`config.mk`:
```
export PLATFORM = sky130hd
export DESIGN_NAME = sliding_mode_rotor_angle_observer_unit
export DESIGN_NICKNAME = d
export VERILOG_FILES = /design/src/smo_pkg.sv /design/src/smo_qmul.sv /design/src/sliding_mode_rotor_angle_observer_unit.sv
export SDC_FILE = /design/constraint.sdc
export NUM_CORES = 2
export LEC_CHECK = 0
export ABC_AREA = 1
export BUFFER_PORTS_ARGS = -buffer_cell sky130_fd_sc_hd__buf_2
export CAP_MARGIN = 25
export CORE_UTILIZATION = 60
export CTS_CLUSTER_SIZE = 28
export DETAILED_ROUTE_END_ITERATION = 6
export PLACE_DENSITY = 0.77
export SYNTH_ARGS = -nofsm -noshare
export SYNTH_HDL_FRONTEND = slang
export SYNTH_SLANG_ARGS = --single-unit
```
`constraint.sdc`:
```
create_clock -name clk -period 23.4 [get_ports clk]
set_input_delay 4.68 -clock clk [delete_from_list [all_inputs] [get_ports clk]]
set_output_delay 4.68 -clock clk [all_outputs]
set_load 0.02 [all_outputs]
```
`src/smo_pkg.sv`:
```
`default_nettype none
package smo_pkg;

	localparam int SpeedWindow = 32;
	localparam int CordicSteps = 15;

	localparam logic [2:0] REG_F_GAIN      = 3'd0;
	localparam logic [2:0] REG_G_GAIN      = 3'd1;
	localparam logic [2:0] REG_SLIDE_GAIN  = 3'd2;
	localparam logic [2:0] REG_MAX_ERROR   = 3'd3;
	localparam logic [2:0] REG_LINEAR_GAIN = 3'd4;
	localparam logic [2:0] REG_MIN_COEF    = 3'd5;
	localparam logic [2:0] REG_THETA_OFS   = 3'd6;
	localparam logic [2:0] REG_SPEED_COEF  = 3'd7;

	function automatic logic [13:0] atan_lut(input logic [3:0] i);
		case (i)
			4'd0:  atan_lut = 14'd8192;
			4'd1:  atan_lut = 14'd4836;
			4'd2:  atan_lut = 14'd2555;
			4'd3:  atan_lut = 14'd1297;
			4'd4:  atan_lut = 14'd651;
			4'd5:  atan_lut = 14'd326;
			4'd6:  atan_lut = 14'd163;
			4'd7:  atan_lut = 14'd81;
			4'd8:  atan_lut = 14'd41;
			4'd9:  atan_lut = 14'd20;
			4'd10: atan_lut = 14'd10;
			4'd11: atan_lut = 14'd5;
			4'd12: atan_lut = 14'd3;
			4'd13: atan_lut = 14'd1;
			4'd14: atan_lut = 14'd1;
			default: atan_lut = 14'd0;
		endcase
	endfunction

endpackage
`default_nettype wire

```
`src/smo_qmul.sv`:
```
`default_nettype none
// Q15 product (a*b)>>15 floor, wrapped to 16 bits; registered result.
module smo_qmul (
	input  wire logic               clk,
	input  wire logic signed [16:0] a,
	input  wire logic signed [16:0] b,
	output logic signed [15:0]      p_q
);
	logic signed [33:0] prod;

	assign prod = a * b;

	always_ff @(posedge clk) begin
		p_q <= prod[30:15];
	end
endmodule
`default_nettype wire

```
`src/sliding_mode_rotor_angle_observer_unit.sv`:
```
`default_nettype none
// Sliding-mode rotor angle observer, Q15. One item (v_alpha, v_beta, i_alpha, i_beta) in,
// one result (angle, speed_filtered, emf_alpha, emf_beta) out. All products run through
// one shared 17x17 multiplier with a registered product under a sequencer, and the atan2
// is a 15-step CORDIC on one shared add/shift unit, one step per cycle. Each axis whose error
// lands in the linear sliding region takes an extra multiply (A_LIN/B_LIN, then A_SL/B_SL)
// before the result, and the input is not ready again until the cycle after the result has
// been taken.
module sliding_mode_rotor_angle_observer_unit (
	input  wire logic        clk,
	input  wire logic        arst_n,
	input  wire logic        s_tvalid,
	output logic             s_tready,
	// v_alpha[15:0], v_beta[31:16], i_alpha[47:32], i_beta[63:48]
	input  wire logic [63:0] s_tdata,
	output logic             m_tvalid,
	input  wire logic        m_tready,
	// angle[15:0], speed_filtered[31:16], emf_alpha[47:32], emf_beta[63:48]
	output logic [63:0]      m_tdata,
	input  wire logic        cfg_we,
	input  wire logic [2:0]  cfg_idx,
	input  wire logic [15:0] cfg_data
);
	import smo_pkg::*;

	typedef enum logic [4:0] {
		IDLE, A_FI, A_GD, A_SUM, A_LIN, A_SL,
		B_FI, B_GD, B_SUM, B_LIN, B_SL,
		E1A, E1A_W, E2A, E2A_W, E1B, E1B_W, E2B, E2B_W,
		COR_INIT, COR, SPD, SPD_W, SPF, SPF_W, CO, CO_W, DONE
	} state_t;

	state_t state_q;
	logic [14:0] f_q, g_q, sg_q, me_q, lg_q, mc_q, sc_q;
	logic signed [15:0] to_q;
	logic signed [15:0] va_q, vb_q, ia_q, ib_q;
	logic signed [15:0] est_a_q, est_b_q, sl_a_q, sl_b_q;
	logic signed [15:0] e1a_q, e1b_q, e2a_q, e2b_q;
	logic signed [15:0] spr_q, splp_q, coef_q, last_q, asum_q;
	logic [15:0] win_q;
	logic signed [15:0] tmp_q, theta_q;
	logic signed [17:0] cx_q, cy_q;
	logic [15:0] cz_q;
	logic [3:0] ci_q;
	logic signed [16:0] ma, mb;
	logic signed [15:0] mp;

	smo_qmul u_mul (.clk(clk), .a(ma), .b(mb), .p_q(mp));

	logic signed [15:0] err_a, err_b, sum16, dtheta, nsum;
	logic signed [16:0] neg_me;
	logic signed [17:0] dx, dy;

	assign neg_me = -$signed({2'b00, me_q});
	assign sum16  = tmp_q + mp;
	assign err_a  = sum16 - ia_q;
	assign err_b  = sum16 - ib_q;
	assign dx     = cy_q >>> ci_q;
	assign dy     = cx_q >>> ci_q;
	assign dtheta = theta_q - last_q;
	assign nsum   = asum_q + dtheta;

	always_comb begin
		ma = 17'sd0;
		mb = 17'sd0;
		case (state_q)
			A_FI: begin ma = {2'b00, f_q}; mb = 17'(est_a_q); end
			A_GD: begin ma = {2'b00, g_q}; mb = 17'(16'(va_q - e1a_q - sl_a_q)); end
			A_LIN: begin ma = {2'b00, lg_q}; mb = 17'(tmp_q); end
			B_FI: begin ma = {2'b00, f_q}; mb = 17'(est_b_q); end
			B_GD: begin ma = {2'b00, g_q}; mb = 17'(16'(vb_q - e1b_q - sl_b_q)); end
			B_LIN: begin ma = {2'b00, lg_q}; mb = 17'(tmp_q); end
			E1A: begin ma = 17'(coef_q); mb = 17'(16'(sl_a_q - e1a_q)); end
			E2A: begin ma = 17'(coef_q); mb = 17'(16'(e1a_q - e2a_q)); end
			E1B: begin ma = 17'(coef_q); mb = 17'(16'(sl_b_q - e1b_q)); end
			E2B: begin ma = 17'(coef_q); mb = 17'(16'(e1b_q - e2b_q)); end
			SPF: begin ma = {2'b00, mc_q}; mb = 17'(16'(spr_q - splp_q)); end
			CO: begin
				ma = splp_q[15] ? -17'(splp_q) : 17'(splp_q);
				mb = {2'b00, sc_q};
			end
			default: ;
		endcase
	end

	assign s_tready = (state_q == IDLE);
	assign m_tvalid = (state_q == DONE);
	assign m_tdata  = {e2b_q, e2a_q, splp_q, 16'(theta_q + to_q)};

	always_ff @(posedge clk or negedge arst_n) begin
		if (!arst_n) begin
			state_q <= IDLE;
			f_q <= 15'd32767; g_q <= 15'd32767; sg_q <= 15'd16384; me_q <= 15'd4096;
			lg_q <= 15'd32767; mc_q <= 15'd256; to_q <= 16'sd16384; sc_q <= 15'd1024;
			est_a_q <= '0; est_b_q <= '0; sl_a_q <= '0; sl_b_q <= '0;
			e1a_q <= '0; e1b_q <= '0; e2a_q <= '0; e2b_q <= '0;
			spr_q <= '0; splp_q <= '0; coef_q <= 16'sd256; last_q <= '0;
			asum_q <= '0; win_q <= '0; theta_q <= '0;
		end else begin
			if (cfg_we) begin
				case (cfg_idx)
					REG_F_GAIN:      f_q  <= cfg_data[14:0];
					REG_G_GAIN:      g_q  <= cfg_data[14:0];
					REG_SLIDE_GAIN:  sg_q <= cfg_data[14:0];
					REG_MAX_ERROR:   me_q <= cfg_data[14:0];
					REG_LINEAR_GAIN: lg_q <= cfg_data[14:0];
					REG_MIN_COEF:    mc_q <= cfg_data[14:0];
					REG_THETA_OFS:   to_q <= cfg_data;
					REG_SPEED_COEF:  sc_q <= cfg_data[14:0];
					default: ;
				endcase
			end
			case (state_q)
				IDLE: if (s_tvalid) begin
					va_q <= s_tdata[15:0]; vb_q <= s_tdata[31:16];
					ia_q <= s_tdata[47:32]; ib_q <= s_tdata[63:48];
					state_q <= A_FI;
				end
				A_FI: state_q <= A_GD;
				A_GD: begin tmp_q <= mp; state_q <= A_SUM; end
				A_SUM: begin
					est_a_q <= sum16;
					tmp_q <= err_a;
					if ($signed({err_a[15], err_a}) > $signed({2'b00, me_q})) begin
						sl_a_q <= {1'b0, sg_q}; state_q <= B_FI;
					end else if ($signed({err_a[15], err_a}) < neg_me) begin
						sl_a_q <= -$signed({1'b0, sg_q}); state_q <= B_FI;
					end else state_q <= A_LIN;
				end
				A_LIN: state_q <= A_SL;
				A_SL: begin sl_a_q <= mp; state_q <= B_FI; end
				B_FI: begin tmp_q <= '0; state_q <= B_GD; end
				B_GD: begin tmp_q <= mp; state_q <= B_SUM; end
				B_SUM: begin
					est_b_q <= sum16;
					tmp_q <= err_b;
					if ($signed({err_b[15], err_b}) > $signed({2'b00, me_q})) begin
						sl_b_q <= {1'b0, sg_q}; state_q <= E1A;
					end else if ($signed({err_b[15], err_b}) < neg_me) begin
						sl_b_q <= -$signed({1'b0, sg_q}); state_q <= E1A;
					end else state_q <= B_LIN;
				end
				B_LIN: state_q <= B_SL;
				B_SL: begin sl_b_q <= mp; state_q <= E1A; end
				E1A: state_q <= E1A_W;
				E1A_W: begin e1a_q <= e1a_q + mp; state_q <= E2A; end
				E2A: state_q <= E2A_W;
				E2A_W: begin e2a_q <= e2a_q + mp; state_q <= E1B; end
				E1B: state_q <= E1B_W;
				E1B_W: begin e1b_q <= e1b_q + mp; state_q <= E2B; end
				E2B: state_q <= E2B_W;
				E2B_W: begin e2b_q <= e2b_q + mp; state_q <= COR_INIT; end
				COR_INIT: begin
					ci_q <= '0;
					if (e2b_q[15]) begin
						cx_q <= -18'(e2b_q); cy_q <= 18'(e2a_q); cz_q <= 16'h8000;
					end else begin
						cx_q <= 18'(e2b_q); cy_q <= -18'(e2a_q); cz_q <= '0;
					end
					state_q <= COR;
				end
				COR: begin
					if (!cy_q[17]) begin
						cx_q <= cx_q + dx; cy_q <= cy_q - dy;
						cz_q <= cz_q + {2'b00, atan_lut(ci_q)};
					end else begin
						cx_q <= cx_q - dx; cy_q <= cy_q + dy;
						cz_q <= cz_q - {2'b00, atan_lut(ci_q)};
					end
					ci_q <= ci_q + 4'd1;
					if (ci_q == 4'(CordicSteps - 1)) state_q <= SPD;
				end
				SPD: begin
					theta_q <= (e2a_q == 0 && e2b_q == 0) ? 16'sd0 : $signed(cz_q);
					state_q <= SPD_W;
				end
				SPD_W: state_q <= SPF;
				SPF: state_q <= SPF_W;
				SPF_W: begin splp_q <= splp_q + mp; state_q <= CO; end
				CO: state_q <= CO_W;
				CO_W: begin
					coef_q <= (mp < $signed({1'b0, mc_q})) ? $signed({1'b0, mc_q}) : mp;
					state_q <= DONE;
				end
				DONE: if (m_tready) state_q <= IDLE;
				default: ;
			endcase
			// speed window bookkeeping runs in SPD_W, once theta is settled
			if (state_q == SPD_W) begin
				last_q <= theta_q;
				if (win_q + 16'd1 == 16'(SpeedWindow)) begin
					spr_q <= nsum; asum_q <= '0; win_q <= '0;
				end else begin
					asum_q <= nsum; win_q <= win_q + 16'd1;
				end
			end
		end
	end
endmodule
`default_nettype wire

```
* Word level (Yosys, flattened, before mapping)
Memories as Yosys holds them, arrays and structs flattened. A register that Yosys moved wholly into a read port is not among the register bits.
Cells that the tools add are included.
** Storage, ports and cells
- Bits of input ports :: 88
- Memory bits (read-only) :: 448
- Logic and storage cells :: 185
- Memories :: 2
- Register bits after elaboration :: 518
** Memories
- (no name shown) :: words 16, width 14, read ports 1, clocked after Yosys merged registers in 1, wr ports 0, line smo_pkg.sv:17 : case (i)
- (no name shown) :: words 16, width 14, read ports 1, clocked after Yosys merged registers in 1, wr ports 0, line smo_pkg.sv:17
** Cells by class
- Add/sub/neg operators :: 33
- Eq/ne operators :: 41
- Mux-type cells :: 38
- Magnitude comparators :: 5
- Reductions and logical operators :: 29
- Shifts and indexed selects :: 2
- Multiply operators :: 1
** Operators by type and width (number)
- 16-bit subtractor :: 12
- 17-bit case mux with 11 select lines :: 1
- 16-bit 2-to-1 mux :: 10
- 5-bit case mux with 28 select lines :: 1
- 16-bit adder :: 8
- 17-bit case mux with 6 select lines :: 1
- 16-bit case mux with 2 select lines :: 3
- 18-bit 2-to-1 mux :: 4
- 18-bit case mux with 2 select lines :: 2
- 32-bit zero test :: 2
- 16-bit case mux with 4 select lines :: 1
- 5-bit == test, second input constant :: 12
- 14-bit 2-to-1 mux :: 4
- 5-bit by 4-bit == test with 1-bit output, second input constant :: 8
- 18-bit adder :: 2
- 16-bit negator with 18-bit output :: 2
- 18-bit by 4-bit >>> shifter with 18-bit output :: 2
- 18-bit subtractor :: 2
- 16-bit by 17-bit less-than comparator with 1-bit output :: 2
- 16-bit > comparator :: 2
- 17-bit by 17-bit multiplier with 31-bit output :: 1
- 28-bit nonzero test :: 1
- 2-bit AND reduction :: 13
- 5-bit by 3-bit == test with 1-bit output, second input constant :: 4
- other kinds (32) :: 49

* Depth between registers and ports, before layout
- Depth in word-level cells :: 6
- Mapped depth :: 44

* Hierarchy
From an unflattened synthesis, not the netlist that was laid out.
** Unflattened totals
- Cells, all modules :: 7319
- Area, all modules :: 54282.1 sq um
** By module, submodules not included
- sliding_mode_rotor_angle_observer_unit :: times used 1, area an instance 43008.7 sq um, cells each 5820, seq. area each 13586.8 sq um
- smo_qmul :: times used 1, area an instance 11273.3 sq um, cells each 1499, seq. area each 320.3 sq um

* Worst setup path before layout
No wires, ideal clock.
- Kind :: input -> register
- Start :: input port arst_n
- End :: register ia_q[0], enable pin
- Buffers on the path :: 0
- Data arrival time :: 9112 ps
- Stages :: 2
- Slack :: 13724 ps
- Cells stage by stage :: inv_1 > nor3_1
** Between the ends
- Longest elaborated chain between the ends :: 1
** RTL lines
- start: declaration :: line sliding_mode_rotor_angle_observer_unit.sv:11 : input wire logic arst_n,
- 3-bit AND reduction (no line)
- end signal: assignment :: line sliding_mode_rotor_angle_observer_unit.sv:116 : ia_q <= s_tdata[47:32]; ib_q <= s_tdata[63:48];
- end: declaration :: line sliding_mode_rotor_angle_observer_unit.sv:36 : logic signed [15:0] va_q, vb_q, ia_q, ib_q;
Every way passes these cells.
A chain may end at the register's enable or synchronous reset.

* Worst setup path after layout
- Start :: register e1b_q[1]
- End :: register u_mul.p_q[15]
** Between the ends
- Longest elaborated chain between the ends :: 4
- Elaborated cells between the ends (all ways) :: 6
- Classes of those cells :: add/sub (4); mul (1); mux (1)
** RTL lines
- start: declaration :: line sliding_mode_rotor_angle_observer_unit.sv:38 : logic signed [15:0] e1a_q, e1b_q, e2a_q, e2b_q;
- start signal: assignment :: line sliding_mode_rotor_angle_observer_unit.sv:96 : e1a_q <= '0; e1b_q <= '0; e2a_q <= '0; e2b_q <= '0;
- start signal: assignment :: line sliding_mode_rotor_angle_observer_unit.sv:150 : E1B_W: begin e1b_q <= e1b_q + mp; state_q <= E2B; end
- 16-bit subtractor (2 in series) :: line sliding_mode_rotor_angle_observer_unit.sv:71 : B_GD: begin ma = {2'b00, g_q}; mb = 17'(16'(vb_q - e1b_q - sl_b_q)); end
- 17-bit case mux with 11 select lines (*) :: line sliding_mode_rotor_angle_observer_unit.sv:66 : case (state_q)
- 17-bit by 17-bit multiplier with 31-bit output (*) :: line smo_qmul.sv:11 : assign prod = a * b;
- via u_mul.prod[30] :: line smo_qmul.sv:9 : logic signed [33:0] prod;
- end signal: assignment :: line smo_qmul.sv:14 : p_q <= prod[30:15];
- end: declaration :: line smo_qmul.sv:7 : output logic signed [15:0] p_q
Mark *: on every way through the listed nets, which the timed path passes. The rest lies on a longest branch.

==> metrics.md <==
| Metric | Value |
|---|---|
| Status | `finished, violations left` |
| Failing checks | `design-rule violations` |
| Highest-delay cell along the critical path | `nand3_1` |
| Die Height | `301 µm` |
| Starting Density | `around 61%` |
| PortBufs | `approximately 150` |
| Synthesized flop and latch total | `roughly 530` |
| Pin count of the biggest net entering global routing | `76` |
| Clock Path Buffers | `3` |
| Die ar. | `0.0908 mm²` |
| R2R cell count | `38` |
| Hold Vio Cnt, Final | `0` |
| RSZ-0062 raised after global routing | `false` |
| Startpoint types | `flop` |
| Nets | `around 8100` |
| Initial antenna violation count | `6` |
| Placeable core area | `between 0.08 and 0.09 mm²` |
| Tcrit/Tclk final | `approximately two fifths` |
| Register Area | `roughly 0.014 mm²` |
| Crit path launch | `e1b_q[1]$_DFFE_PN0P_` |
| Layout cell share with drive strength beyond 1 | `around 7.3%` |
| Drt drc | `29` |
| Clock Skews | `0.0372 ns` |
| Synth unique cells | `77` |
| Synth async-reset ratio | `between 60% and 70%` |
| Htree depth | `3` |
| WL final | `180000 µm` |
| Vias in the first global route | `around 48000` |
| Ports | `between 150 and 200` |
| Critical path buffer and inverter count | `9` |
| Crit Reg-Reg Endpoint | `u_mul.p_q[15]$_DFF_P_` |
| Post-Syn Area per Cell | `around 7.6 µm²` |
| Final GP Congestion | `between 1 and 1.5` |
| Worst endpoint required time | `roughly 24 ns` |
| Postcts setup bufs | `0` |
| Worst slew pin tran | `approximately 1.2 ns` |
| FF-to-FF Start | `e1b_q[1]$_DFFE_PN0P_` |
| Finish-stage setup viols | `0` |
| DRT iter0 DRCs | `5069` |
| Crit path DAT | `approximately 10 ns` |
| Crit path depth | `38` |
| Worst R2R Setup Slack | `about 14 ns` |
| Synth area leader | `dfrtp_1` |
| Peak VDD IR | `roughly 64 µV` |
| Chip Width | `between 300 and 400 µm` |
| EDFF count, synth | `around 140` |
| TritonCTS clock tree | `done` |
| Avg WL per Cell | `roughly 21 µm` |
| FP Rows | `109` |
| Most common cell in the netlist | `nand2_1` |
| Setup TNS | `0 ns` |
| Largest cells by area after synthesis | `dfrtp_1 (15%), fa_1 (12%), nand2_1 (12%)` |
| Multi-input gate area | `approximately 0.035 mm²` |
| Syn-to-layout area delta | `8.41%` |
| Filler Cell Count | `~7700` |
| Path type of the worst min-delay path | `flop to flop` |
| GRT overflow | `0` |
| Post-detailed-route count of antenna-violating nets | `0` |
| DP Wirelength | `between 100000 and 150000 µm` |
| Crit-path max FO | `17` |
| Warnings from Yosys | `0` |
| Synth Net Count | `between 8000 and 9000` |
| Critical path class | `flop to flop` |
| Relative slew slack | `22.6%` |
| CTS clk-pin slew, worst paths | `~0.060 ns` |
| Slowest stage delay, CP | `just over 0.7 ns` |
| Pre-antenna DRT Iters | `7` |
| Top-area cell type share of the netlist area | `14.7%` |
| CTS sink cnt | `532` |
| Root Driver | `clkbuf_16` |
| Seq/Total Area, Yosys | `around a quarter` |
| Ys flop type | `dfrtp_1` |
| Aggregate global-route resource usage | `between 30% and 40%` |
| Total of max-cap violations | `0` |
| Pleak | `29.8 nW` |
| Clock Latency Late Sink | `around 0.66 ns` |
| Gate Count Post-Synth | `roughly 7000` |
| Mapped cell area | `0.0537 mm²` |
| Largest regs | `cx_q: 18 flops, cy_q: 18 flops` |
| Final min period | `~9.5 ns` |
| Cts-stage hold buffer count | `0` |
| Pwr dens | `between 40 and 50 mW/mm²` |
| Number of slew-limit violations in the final report | `0` |
| Clock buffer count from CTS | `between 60 and 70` |
| Crit path capture type | `flop` |
| Post-CTS sizing | `0` |
| Synth top cells by count | `nand2_1 (1698), inv_1 (1146), o21ai_0 (568), ha_1 (509), a21oi_1 (460)` |
| CP top delay family | `adder cells` |
| Tot Pwr | `around 2.4 mW` |
| First-pass GRT wire length | `274000 µm` |
| Crit path to | `u_mul.p_q[15]$_DFF_P_` |
| Highest Clock Rate | `105 MHz` |
| Routed via count | `~50000` |
| Via density per instance | `~5.9` |
[through the flow]
| stage | area (µm²) | utilization (%) | cells | worst slack, ns | hold slack [ns] |
|---|---|---|---|---|---|
| after floorplan | 53700 | - | 7092 | 13.72 | 0.442 |
| after global placement | 55700 | 62.9 | 8287 | 14.04 | 0.455 |
| after detailed placement | 55700 | 62.9 | 8288 | 14.24 | 0.464 |
| after CTS | 58100 | 65.7 | 8412 | 14.17 | 0.480 |
| after global routing | 58200 | 65.8 | 8417 | 13.21 | 0.496 |
| final | 58300 | 65.8 | 8420 | 13.92 | 0.477 |
[cell families after synthesis]
group	after synthesis	share of synthesized area [%]
AO/OA/AOI/OAI	1350	14.1
XOR/XNOR	263	4.29
adder cells (fa/ha/maj)	843	24.3
buffers and inverters	1373	9.85
flip-flops	532	25.9
multiplexers	12	0.226
AND/OR/NAND/NOR	2719	21.4
[metal layers]
| metal | vias to the layer above | part of all wire [%] | global-route usage (%) |
|---|---|---|---|
| met5 | - | 0.025 | 0 |
| met4 | 6 | 7.3 | 25.2 |
| met3 | 570 | 9.5 | 7.68 |
| met2 | 2356 | 44 | 61.8 |
| met1 | 23500 | 39 | 50.9 |
| li1 | 23200 | - | - |
[how the worst min path moves through the flow]
stage	start	to	slack, ns	cells after the start
after floorplan	spr_q[0]$_DFFE_PN0P_	spr_q[0]$_DFFE_PN0P_	0.44	2
after global placement	est_b_q[1]$_DFFE_PN0P_	est_b_q[1]$_DFFE_PN0P_	0.46	2
after detailed placement	est_b_q[1]$_DFFE_PN0P_	est_b_q[1]$_DFFE_PN0P_	0.46	2
after CTS	est_b_q[1]$_DFFE_PN0P_	est_b_q[1]$_DFFE_PN0P_	0.48	2
after global routing	g_q[1]$_DFFE_PN1P_	g_q[1]$_DFFE_PN1P_	0.50	2
final	asum_q[9]$_DFFE_PN0P_	asum_q[9]$_DFFE_PN0P_	0.48	2
[worst min-delay path: cells and delay by family (launching register included)]
| family | cells | cell delay [ns] |
|---|---|---|
| AND/OR/NAND/NOR | 2 | 0.11 |
| flip-flops | 1 | 0.34 |
[layout make-up]
cell class                 instances  area share, %
antenna                            3         0.0129
clock buffer                      94           3.37
multi-input combinational       5187           59.4
sequential                       532           23.9
clock inverter                    30          0.891
inverter                        1184           7.63
timing repair buffer             225           2.36
tap                             1165           2.50
[placed cells by master (no fill, tap or decap), types with 23 or more instances in the layout]
| cell | instances |
|---|---|
| clkbuf_16 | 70 |
| dfrtp_1 | 315 |
| nor2_1 | 387 |
| inv_1 | 1145 |
| edfxtp_1 | 136 |
| nand3b_1 | 23 |
| o211ai_1 | 33 |
| o22ai_1 | 34 |
| dfstp_2 | 51 |
| a31oi_1 | 26 |
| nand3_1 | 321 |
| a21o_1 | 26 |
| inv_2 | 31 |
| buf_2 | 152 |
| nor3_1 | 91 |
| xnor2_1 | 81 |
| o21ai_1 | 34 |
| o21ai_0 | 568 |
| dfxtp_1 | 30 |
| buf_4 | 67 |
| or2_2 | 37 |
| a21oi_1 | 460 |
| o21bai_1 | 26 |
| nand2_1 | 1698 |
| fa_1 | 334 |
| ha_1 | 509 |
| xor2_1 | 182 |
| nand4_1 | 73 |
[where the power goes]
part	switching [mW]	leakage (nW)	internal, mW
sequential	0.0356	6.29	1.00
combinational	0.155	22.3	0.0763
clock	0.461	1.21	0.716
total	0.652	29.8	1.79
Power figures use the tool's default switching activity.
